===== config.mk =====
export PLATFORM = sky130hd
export DESIGN_NAME = pft_cell
export DESIGN_NICKNAME = d
export VERILOG_FILES = /design/src/rtl/ipv4_prefix_filter_table_core_assert.svh /design/src/rtl/pft_pkg.sv /design/src/rtl/pft_cell.sv
export SDC_FILE = /design/constraint.sdc
export NUM_CORES = 1
export LEC_CHECK = 0
export ABC_AREA = 1
export ABC_CLOCK_PERIOD_IN_PS = 2300
export BUFFER_PORTS_ARGS = -buffer_cell sky130_fd_sc_hd__buf_2
export CAP_MARGIN = 20
export CORE_UTILIZATION = 30
export DETAILED_ROUTE_END_ITERATION = 7
export MAX_ROUTING_LAYER = met4
export PLACE_DENSITY = 0.48
export SYNTH_ARGS = -nofsm -noshare
export SYNTH_HDL_FRONTEND = slang
export SYNTH_SLANG_ARGS = --single-unit

===== constraint.sdc =====
create_clock -name clk -period 2.3 [get_ports clk]
set_input_delay 0.115 -clock clk [delete_from_list [all_inputs] [get_ports clk]]
set_output_delay 0.115 -clock clk [all_outputs]
set_load 0.01 [all_outputs]

===== src/rtl/ipv4_prefix_filter_table_core_assert.svh =====
// ---------------------------------------------------------------------------
// Assertion macros for the prefix filter table
// Concurrent checks clocked on clk and disabled while rst is high.
// ---------------------------------------------------------------------------
`ifndef IPV4_PREFIX_FILTER_TABLE_CORE_ASSERT_SVH
`define IPV4_PREFIX_FILTER_TABLE_CORE_ASSERT_SVH

`ifndef NO_ASSERTIONS
// same-cycle implication
`define PFT_ASSERT_IMP(lbl, ante, cons) \
  lbl: assert property (@(posedge clk) disable iff (rst) (ante) |-> (cons)) \
    else $error("prefix filter table check failed");
// next-cycle implication
`define PFT_ASSERT_NXT(lbl, ante, cons) \
  lbl: assert property (@(posedge clk) disable iff (rst) (ante) |=> (cons)) \
    else $error("prefix filter table check failed");
`else
`define PFT_ASSERT_IMP(lbl, ante, cons)
`define PFT_ASSERT_NXT(lbl, ante, cons)
`endif

`endif


===== src/rtl/pft_pkg.sv =====
// ---------------------------------------------------------------------------
// Prefix filter table package
// Transaction types, codes and the prefix mask helper.
// ---------------------------------------------------------------------------
package pft_pkg;

  localparam logic       OP_INSERT = 1'b0;
  localparam logic       OP_LOOKUP = 1'b1;

  localparam logic [1:0] STATUS_OK      = 2'd0;
  localparam logic [1:0] STATUS_FULL    = 2'd1;
  localparam logic [1:0] STATUS_BAD_LEN = 2'd2;

  localparam logic [31:0] ALL_ONES   = 32'hFFFF_FFFF;
  localparam logic [5:0]  ADDR_BITS  = 6'd32;
  localparam logic [5:0]  MIN_PREFIX = 6'd2;

  typedef struct packed {
    logic        op;
    logic [31:0] address;
    logic [5:0]  prefix_len;
    logic        is_ipv4;
  } req_t;

  typedef struct packed {
    logic       hit;
    logic [1:0] status;
  } rsp_t;

  // token that walks down the cell row
  typedef struct packed {
    logic        valid;
    logic        lookup;  // IPv4 lookup, compare in each used cell
    logic        write;   // accepted insert, lands in the cell at the fill count
    logic [31:0] key;     // lookup key, or masked network for insert
    logic [5:0]  plen;
    logic        hit;
    logic [1:0]  status;
  } token_t;

  function automatic logic [31:0] prefix_mask(input logic [5:0] len);
    logic [5:0] sh;
    sh = ADDR_BITS - len;
    return ALL_ONES << sh;
  endfunction

endpackage


===== src/rtl/pft_cell.sv =====
// ---------------------------------------------------------------------------
// Prefix filter table cell
// Holds one prefix entry, checks the passing token, hands it on registered.
// ---------------------------------------------------------------------------
module pft_cell #(
  parameter int INDEX = 0,
  parameter int CNT_W = 7
) (
  input  logic              clk,
  input  logic              rst,
  input  pft_pkg::token_t   tok_in,
  input  logic [CNT_W-1:0]  count_in,
  output pft_pkg::token_t   tok_out,
  output logic [CNT_W-1:0]  count_out
);

  logic [31:0] entry_network;
  logic [5:0]  entry_length;
  logic        used;
  logic        match;
  logic        here;

  assign here  = (count_in == CNT_W'(INDEX));
  assign used  = (CNT_W'(INDEX) < count_in);
  assign match = tok_in.lookup && used &&
                 ((tok_in.key & pft_pkg::prefix_mask(entry_length)) == entry_network);

  // entry store, undefined until written
  always_ff @(posedge clk) begin
    if (tok_in.valid && tok_in.write && here) begin
      entry_network <= tok_in.key;
      entry_length  <= tok_in.plen;
    end
  end

  always_ff @(posedge clk) begin
    if (rst) begin
      tok_out.valid <= 1'b0;
    end else begin
      tok_out.valid <= tok_in.valid;
    end
    tok_out.lookup <= tok_in.lookup;
    tok_out.write  <= tok_in.write;
    tok_out.key    <= tok_in.key;
    tok_out.plen   <= tok_in.plen;
    tok_out.hit    <= tok_in.hit | match;
    tok_out.status <= tok_in.status;
    count_out      <= count_in;
  end

endmodule


# After elaboration in Yosys (flattened, before gate mapping)
# Cells that the tools add are included.
# W data, S select, Z words.
[word_totals] register_bits=89 out_inout_bits=51
[op_classes] addsub=1 order_cmp=1 eq_ne=1 shifts=1 bitwise=2 reduce_logical=5
[op_table] op="$and A32 B32 Y32" count=1
[op_table] op="$eq A32 B32 Y1" count=1
[op_table] op="$shl A32 B6 Y32 const A" count=1
[op_table] op="$logic_not A7 Y1" count=1
[op_table] op="$lt A1 B7 Y1 const A" count=1
[op_table] op="$sub A6 B6 Y6 const A" count=1
[op_table] op="$logic_and A1 B1 Y1" count=4
[op_table] op="$or A1 B1 Y1" count=1

# Longest topological paths before layout
# Gate-level depths: netlist of the first run.
[depth] word_depth=6 ltp_mapped=18 mapped_depth_nobuf=18

# Worst setup path before layout of the first run
# OpenSTA, ideal clock, no wires.
[synth_timing] kind="register to register" startpoint="register entry_length[0]" endpoint="register tok_out[2] (netlist bit)" setup_time_ns=0.058 t_arrival_ns=1.915 required_time_ns=2.242 slack_ns=0.327 stages_incl_launch_ff=17 synth_period_minus_slack_ns=1.973 cell_sequence="edfxtp_1 -> inv_1 -> ha_1 -> inv_1 -> nand2_1 -> nand2_1 -> nor2_1 -> nand2_1 -> nor2_2 -> nand3_1 -> nand2_1 -> nand2_1 -> nor2_1 -> nand2_1 -> nor2_1 -> nand2_1 -> nand2_1"
[synth_via] elab_chain_cells=6
[synth_lines] item="start, declared" line_no="pft_cell.sv:18" text="logic [5:0] entry_length;"
[synth_lines] item="start signal, assigned" line_no="pft_cell.sv:32" text="entry_length <= tok_in.plen;"
[synth_lines] item="$sub A6 B6 Y6" line_no="pft_pkg.sv:43" text="sh = ADDR_BITS - len;"
[synth_lines] item="$shl A32 B6 Y32" line_no="pft_pkg.sv:44" text="return ALL_ONES << sh;"
[synth_lines] item="$and A32 B32 Y32" line_no="pft_cell.sv:26" text="((tok_in.key & pft_pkg::prefix_mask(entry_length)) == entry_network);"
[synth_lines] item="$eq A32 B32 Y1" line_no="pft_cell.sv:26"
[synth_lines] item="$logic_and A1 B1 Y1" line_no="pft_cell.sv:25" text="assign match = tok_in.lookup && used &&"
[synth_lines] item="$or A1 B1 Y1" line_no="pft_cell.sv:46" text="tok_out.hit <= tok_in.hit | match;"
[synth_lines] item="end, declared" line_no="pft_cell.sv:13" text="output pft_pkg::token_t tok_out,"
# No other way between the ends.
# A chain may end at the register's enable or synchronous reset.

# Final worst setup path of the first run
[layout_timing] startpoint="register entry_length[1]" endpoint="register tok_out[2] (netlist bit)"
# Same word-level chain as after synthesis.

==> run summary, run 1 <==
In the routed layout, each cell is associated on average with a via count of 4.30. The number of core rows is 39. The actual slew at the worst max-slew pin was 0.338 ns; the antenna diode instance count was 0. The worst setup path is of the reg -> reg kind. The clock insertion delay at the later pin of the skew report is 0.34 ns. Internal power comes to 2.55 mW. Dividing the detail-routed wire length by the instance count gives 12.5 um. The buffer type at the clock tree root is clkbuf_16. The peak supply drop is 0.000378 V, and the worst setup timing slack at the placement stage is 0.0311 ns. The part of the power in combinational logic is 7.6%, and the global-route total usage across every layer is 16.1%.

The tools report the count of clock tree sinks as 89. For this run, design rule violations remaining after detail routing come to 5. The worst register-to-register path has a setup slack of 0.21 ns.

The first global-routing pass estimated 14.9 mm of wire. For this configuration, the core starts out at a cell density of 31.2%. Counting every instance in the synthesized netlist gives 418.

Summing internal, switching and leakage power gives 3.25 mW. The register clock-pin slew on the reported worst setup and hold paths is 0.06 ns. From left edge to right edge, the die measures 112 um. Net switching is 21.5% of the power.

The final reports fail on DRC. Compared with the post-synthesis result, the final layout area differs by 41.7%. Averaged over all synthesized cells, the footprint is 8.68 um^2. After layout, the worst setup slack is 0.208 ns. The tools report the launch instance of the worst register-to-register path as entry_length[1]. Counting instances, the worst hold path has a depth of 2.

The relative slew slack came out at 77.4%. For the finished layout, the period the worst path requires is 2.09 ns. The number of flip-flops and latches in the synthesized netlist came out at 89. The critical path ends at tok_out[2]. The number of buffer cells added on primary ports was 103. Violation count after the first detailed-route iteration: 141.

The flow ran to the end, but the final reports show violations. Once placement finished, the instance area stood at 0.00434 mm^2. The timing startpoint of the critical path was entry_length[1]. Based on the critical path, the design can be clocked at up to 478 MHz. The number of optimization iterations in the first detailed-route pass was 6.

The net count of the mapped netlist came out at 475. The tools report the post-layout instance count excluding filler cells as 735. Of the total power, registers draw 52.4%. Measured on the finished design, the core utilization comes to 44.3%.

The count of antenna-violating nets left after detailed routing came out at 0. The sum of buffers and inverters on the critical path is 2. The switching power is 0.699 mW.

The cell type of the slowest stage on the worst timing path was edfxtp_1. The synthesized netlist contains 20 unique library cells. The worst register-to-register path ends at tok_out[2].

The dominant delay contributor by cell family on the critical path was simple AND/OR/NAND/NOR gates. The tightest min-delay check is of the in -> reg type. The floorplan step defined a die boundary enclosing 0.0125 mm^2. After detailed routing, the total wire length is 9.19 mm. The proportion of layout cells with a drive suffix above 1 is 24.0%, and the summed instance area of the synthesized netlist is 0.00363 mm^2. In this run, the clock network consumes 40.0% of the power. Global routing finished with a remaining overflow of 0.

The logs give 0.00514 mm^2 for the final cell area excluding filler cells and 644 for the net count of the finished layout. The worst-path maximum fanout was 8; the required time at the worst-slack endpoint was 2.59 ns. The HPWL after detailed placement is 6.57 mm, and the number of stages on the worst setup path is 15.

The congestion estimate from routability-driven global placement came to 0.892. Across the routed clock network, the largest skew measured is 0.00484 ns. The core region is 0.0116 mm^2. The share of the cycle needed by the critical path after routing came out at 91.0%. The number of violations of the max-capacitance limit is 0. The number of antenna violations at the first check in global routing was 0; the warning count from the yosys run was 0.

The part of the Yosys area used for sequential elements is 59.6%. The endpoint kind of the worst setup timing path was a register. On the worst path, the slowest cell contributes a delay of 0.43 ns. Across all layers, the routed design uses 3157 vias.

The H-tree generated during clock tree synthesis spans 3 levels. Number of global-route vias before repair: 3170. The floorplan step set the die height to 112 um. The number of endpoints with negative hold slack in the final report was 0; the leakage dissipation was 2.50 nW.

Setup violations remaining at the end of the flow were counted as 0. Counting stages on the worst path, the most repeated cell is nand2_1. TritonCTS built the clock tree. The startpoint type of the worst setup path was a register. Once placement completed, the tool counted placed cells totaling 666. The I/O pin count is 104, and the count of final max-slew check failures is 0. The pin count of the biggest net entering global routing came out at 39. The critical path goes through inv_2 -> ha_2 -> nand2_1 -> nand2_1 -> nand2_2 -> nor2_4 -> buf_4 -> nand4_1 -> nand2_1 -> nand2_1 -> nor2_1 -> nand2_1 -> nor2_1 -> nand2_1 -> nand2_1. The arrival time of the worst setup path is 2.39 ns, and the number of clock buffers inserted by TritonCTS is 9. The path depth of the worst reg2reg path is 15.

Power spread over the standard cell area amounts to 633 mW/mm^2. Counting along the longest clock path gives a buffer depth of 2.
[power by group through the flow]
| stage | registers [mW] | logic [mW] | clock network [mW] |
|---|---|---|---|
| after floorplan | 1.77 | 0.0333 | 0 |
| after global placement | 1.74 | 0.177 | 0 |
| after detailed placement | 1.74 | 0.180 | 0 |
| after CTS | 1.71 | 0.248 | 1.35 |
| after global routing | 1.71 | 0.271 | 1.41 |
| final | 1.71 | 0.248 | 1.30 |
[metrics by stage]
stage               setup TNS [ns]  hold slack [ns]
floorplan                        0            0.143
CTS                              0            0.394
finish                           0            0.404
detailed placement               0            0.223
global route              -0.00362            0.404
global placement                 0            0.225
[logic make-up (layout without fill, tap and decap cells)]
| group | Yosys count | in the layout | share of synthesized area (%) |
|---|---|---|---|
| AO/OA/AOI/OAI | 2 | 2 | 0.414 |
| adder cells (fa/ha/maj) | 4 | 4 | 1.38 |
| buffers and inverters | 70 | 244 | 8.00 |
| flip-flops | 89 | 89 | 59.6 |
| AND/OR/NAND/NOR | 253 | 253 | 30.6 |
[synth_stat cells (all sizes together)]
cell | n | area share (%)
dfxtp | 51 | 28
nand3b | 8 | 1.7
buf | 5 | 1.3
nor3 | 2 | 0.28
edfxtp | 38 | 31
nor2 | 53 | 6.2
nand4 | 10 | 1.7
ha | 4 | 1.4
nand2 | 142 | 15
a21boi | 2 | 0.41
nand3 | 36 | 5.2
inv | 65 | 6.7
and3 | 2 | 0.34
[worst min-delay path by stage]
stage,startpoint,end,slack (ns)
2_1_floorplan,count_in[0],count_out[0],0.14
3_3_place_gp,tok_in[0],tok_out[0],0.22
3_5_place_dp,tok_in[1],tok_out[1],0.22
4_1_cts,tok_in[0],tok_out[0],0.39
5_1_grt,tok_in[0],tok_out[0],0.40
6_report,tok_in[0],tok_out[0],0.40
[registers in the layout, indices dropped and copies added (netlist names)]
| register | cells |
|---|---|
| count_out | 7 |
| entry_length | 6 |
| tok_out | 44 |
| entry_network | 32 |
[cell usage in the layout, fill, tap and decap left out]
master,instances
nand2_1,137
buf_2,103
inv_1,64
dlygate4sd3_1,52
dfxtp_1,51
nor2_1,44
edfxtp_1,38
nand3_1,34
nand4_1,10
clkbuf_16,9
nand3b_1,8
nor2_2,7
buf_4,7
clkinv_2,4
nand2_2,3
ha_1,3
clkbuf_1,3
nor3_1,2
and3_1,2
nor2_4,2
nand2_4,2
nand3_2,2
a21boi_0,2
inv_2,1
ha_2,1
buf_12,1
[layout make-up]
class	count	area, um^2
fill	1171	6470
sequential	89	2160
multi-input combinational	259	1190
timing repair buffer	163	1110
inverter	65	244
clock buffer	12	236
tap	143	179
clock inverter	4	20.0
[what timing repair did]
action | CTS | global route
endpoints found under the hold margin | 87 | 0
endpoints found under the setup margin | 0 | 1
buffers inserted | 0 | 1
resized for setup | 0 | 6
hold buffers | 52 | 0
[layer usage]
| metal | part of all wire, % | GRT usage [%] | up-vias |
|---|---|---|---|
| li1 | - | - | 1645 |
| met1 | 45 | 18.5 | 1408 |
| met2 | 48 | 26.5 | 93 |
| met3 | 5.3 | 4.79 | 11 |
| met4 | 1.8 | 6.04 | 0 |
| met5 | 0 | - | - |
(Power assumes the default switching activity.)
==> run 2: changes to the inputs <==
--- a/config.mk
+++ b/config.mk
@@ -9,6 +9,7 @@
 export ABC_CLOCK_PERIOD_IN_PS = 2300
 export BUFFER_PORTS_ARGS = -buffer_cell sky130_fd_sc_hd__buf_2
 export CAP_MARGIN = 20
+export CORE_MARGIN = 2
 export CORE_UTILIZATION = 30
 export DETAILED_ROUTE_END_ITERATION = 7
 export MAX_ROUTING_LAYER = met4
@@ -16,3 +17,4 @@
 export SYNTH_ARGS = -nofsm -noshare
 export SYNTH_HDL_FRONTEND = slang
 export SYNTH_SLANG_ARGS = --single-unit
+export TNS_END_PERCENT = 30
==> run summary, run 2 (synthesis gave the netlist of run 1 again) <==
After global routing, the most crowded layer is met2. Global routing used 4.41% of the available met3 tracks. The switching share of power was 20.8%. The congestion estimate from routability-driven global placement came to 0.847. The highest achievable clock rate was 490 MHz. For the relative slew slack, the log shows 70.0%.

The clock network accounts for 42.7% of the total power. After floorplanning, the core was divided into 40 placement rows. The internal portion of the total power is 2.70 mW.

Leaving out fill and tap cells, the most frequent cell in the layout is nand2_1. The register with the most flip-flops in the layout has 44 of them. The first global-routing pass estimated 14.8 mm of wire. The count of cells in the finished layout, fillers not included, comes to 740.

Once detail routing completed, the nets flagged for antenna violations numbered 0. Entering global routing, the biggest net connects 39 pins. The vias per cell was 4.28.

The routed design could run at a clock period as short as 2.04 ns. The logs give 0.00522 mm^2 for the final cell area excluding filler cells and 0.710 mW for the switching power. Global routing used 15.3% of the available tracks across all layers.

The power per standard cell area was 652 mW/mm^2; the number of violations of the max-capacitance limit was 0. The number of clock buffers inserted by TritonCTS is 9, and the part of the power in combinational logic is 7.2%. Adding up every negative setup slack in the final design gives 0 ns. Setup repair after global routing left no endpoint under its margin. Leaving out fill and tap cells, the most frequent cells in the layout are nand2_1, buf_2, inv_1.

Cell type of the slowest stage on the worst timing path: edfxtp_1. The die is 114 um tall. The worst setup path is captured at a register. The first routing iteration left 156 violations.

The run gives 0 as the count of final max-slew check failures. The logs give 2.59 ns for the required time at the worst-slack endpoint and 0.34 ns for the clock insertion delay at the later pin of the skew report. The clock passes through at most 2 buffers. In the final layout, the registers with the most flip-flops are tok_out: 44 flops, entry_network: 32 flops, count_out: 7 flops. Proportion of layout cells with a drive suffix above 1: 24.3%. After detailed placement, the total cell area comes to 0.00437 mm^2.

Traced cell by cell, the critical path runs through inv_1 -> ha_4 -> inv_1 -> nand2_1 -> nand3_1 -> inv_2 -> nand3_2 -> nor2_1 -> nor2_1 -> nor2_1 -> nand2_1 -> nor2_1 -> nand2_1 -> nor2_1 -> nand2_1 -> nand2_1. The first TritonRoute pass finished after 4 iterations. Counting the fill cells in the layout gives 1191.

The final critical path takes up 88.7% of the cycle. For the pin with the worst max-slew slack, the measured transition is 0.449 ns. The cell sitting at the root of the clock tree is a clkbuf_16. Including well taps, the total number of placed cells is 671. The logs give 0.00508 ns for the final worst clock skew and 2.33 ns for the arrival time of the worst setup path. The count of clock tree sinks is 89, and the via count is 3164. The layout-stage area growth over the synthesis result is 44.0%. The startpoint type of the worst setup path is a register.

After layout, the worst setup slack is 0.259 ns. The initial core utilization is 30.5%, and the register clock-pin slew on the reported worst setup and hold paths is 0.06 ns. The run gives 18.4% as the global-route track usage on met1. After detailed routing, the number of remaining DRC violations is 0.

Of all nets on the critical path, the largest fanout is 6. The number of endpoints with negative hold slack in the final report was 0; the peak supply drop was 0.000460 V. TritonCTS built the clock tree.

The routed design has 9.17 mm of wire. After global routing the overflow that remains totals 0. The logs give 50.0% for the relative contribution of sequential cells to total power and 0 for the antenna diode instance count. The die is 114 um wide. For this run, the post-layout net count is 645. Number of global-route vias before repair: 3068. In this run the worst hold path is classified as in -> reg.

The HPWL after detailed placement came out at 6.47 mm. The register with the most flip-flops in the final layout is tok_out. The floorplan step defined a die boundary enclosing 0.0130 mm^2. In the final routed layout, each cell accounts on average for 12.4 um.

In this run the standard cell core region covers 0.0119 mm^2. The type of the setup path with the least slack was reg -> reg. The met2 routing resource usage after global routing was 24.4%.

Setup violations remaining at the end of the flow were counted as 0. The largest single stage delay on the critical path is 0.42 ns. The H-tree depth came out at 3. Core occupancy in the finished layout: 43.9%.

Pin placement for this block handled 104 I/O pins. Before CTS, the worst setup slack after placement is 0.108 ns. The leakage dissipation is 2.52 nW. The run finished with clean final reports.

Buffers placed on the I/O ports in this run total 103. The run gives 0 as the number of antenna violations at the first check in global routing.
-- run 2: timing repair --
action	in CTS	in global routing
hold buffers	52	0
endpoints found under the setup margin	0	1
resized for setup	0	11
endpoints found under the hold margin	87	0
buffers inserted	0	1
-- run 2: power by group through the flow --
stage / clock (mW) / sequential (mW) / combinational (mW)
floorplan: 0 / 1.77 / 0.0333
global placement: 0 / 1.74 / 0.177
detailed placement: 0 / 1.74 / 0.179
CTS: 1.50 / 1.70 / 0.247
global route: 1.55 / 1.71 / 0.272
finish: 1.46 / 1.70 / 0.247
-- run 2: metal layers --
metal	vias up	part of all wire, %
met5	-	0
met1	1415	46
met3	13	5.2
met2	84	47
met4	0	1.4
li1	1652	-
-- run 2: metrics by stage --
step | power [mW] | hold slack, ns
2_1_floorplan | 1.80 | 0.143
3_3_place_gp | 1.91 | 0.217
3_5_place_dp | 1.92 | 0.219
4_1_cts | 3.45 | 0.387
5_1_grt | 3.53 | 0.411
6_report | 3.41 | 0.411
-- run 2: final timing paths --
check,endpoint,from,slack [ns],cells after the start
worst max-delay path,tok_out[2],entry_length[1],0.26,16
worst min-delay path,tok_out[1],tok_in[1],0.41,2
worst max register to register,tok_out[2],entry_length[1],0.26,16
worst min register to register,tok_out[2],entry_network[9],0.70,7
-- run 2: cell type report --
class,count,area [um^2],share of cell area (%)
Sequential cell,89,2160,41.4
Multi-Input combinational cell,259,1210,23.3
Timing Repair Buffer,164,1130,21.6
Clock buffer,13,250,4.79
Inverter,65,244,4.67
Tap cell,147,184,3.52
Clock inverter,3,40.0,0.766
-- run 2: critical path: cells and delay by family (launching register included) --
kind	cells	cell delay [ns]
flops	1	0.42
buf+inv	3	0.30
simple gates	12	1.11
fa+ha+maj	1	0.17
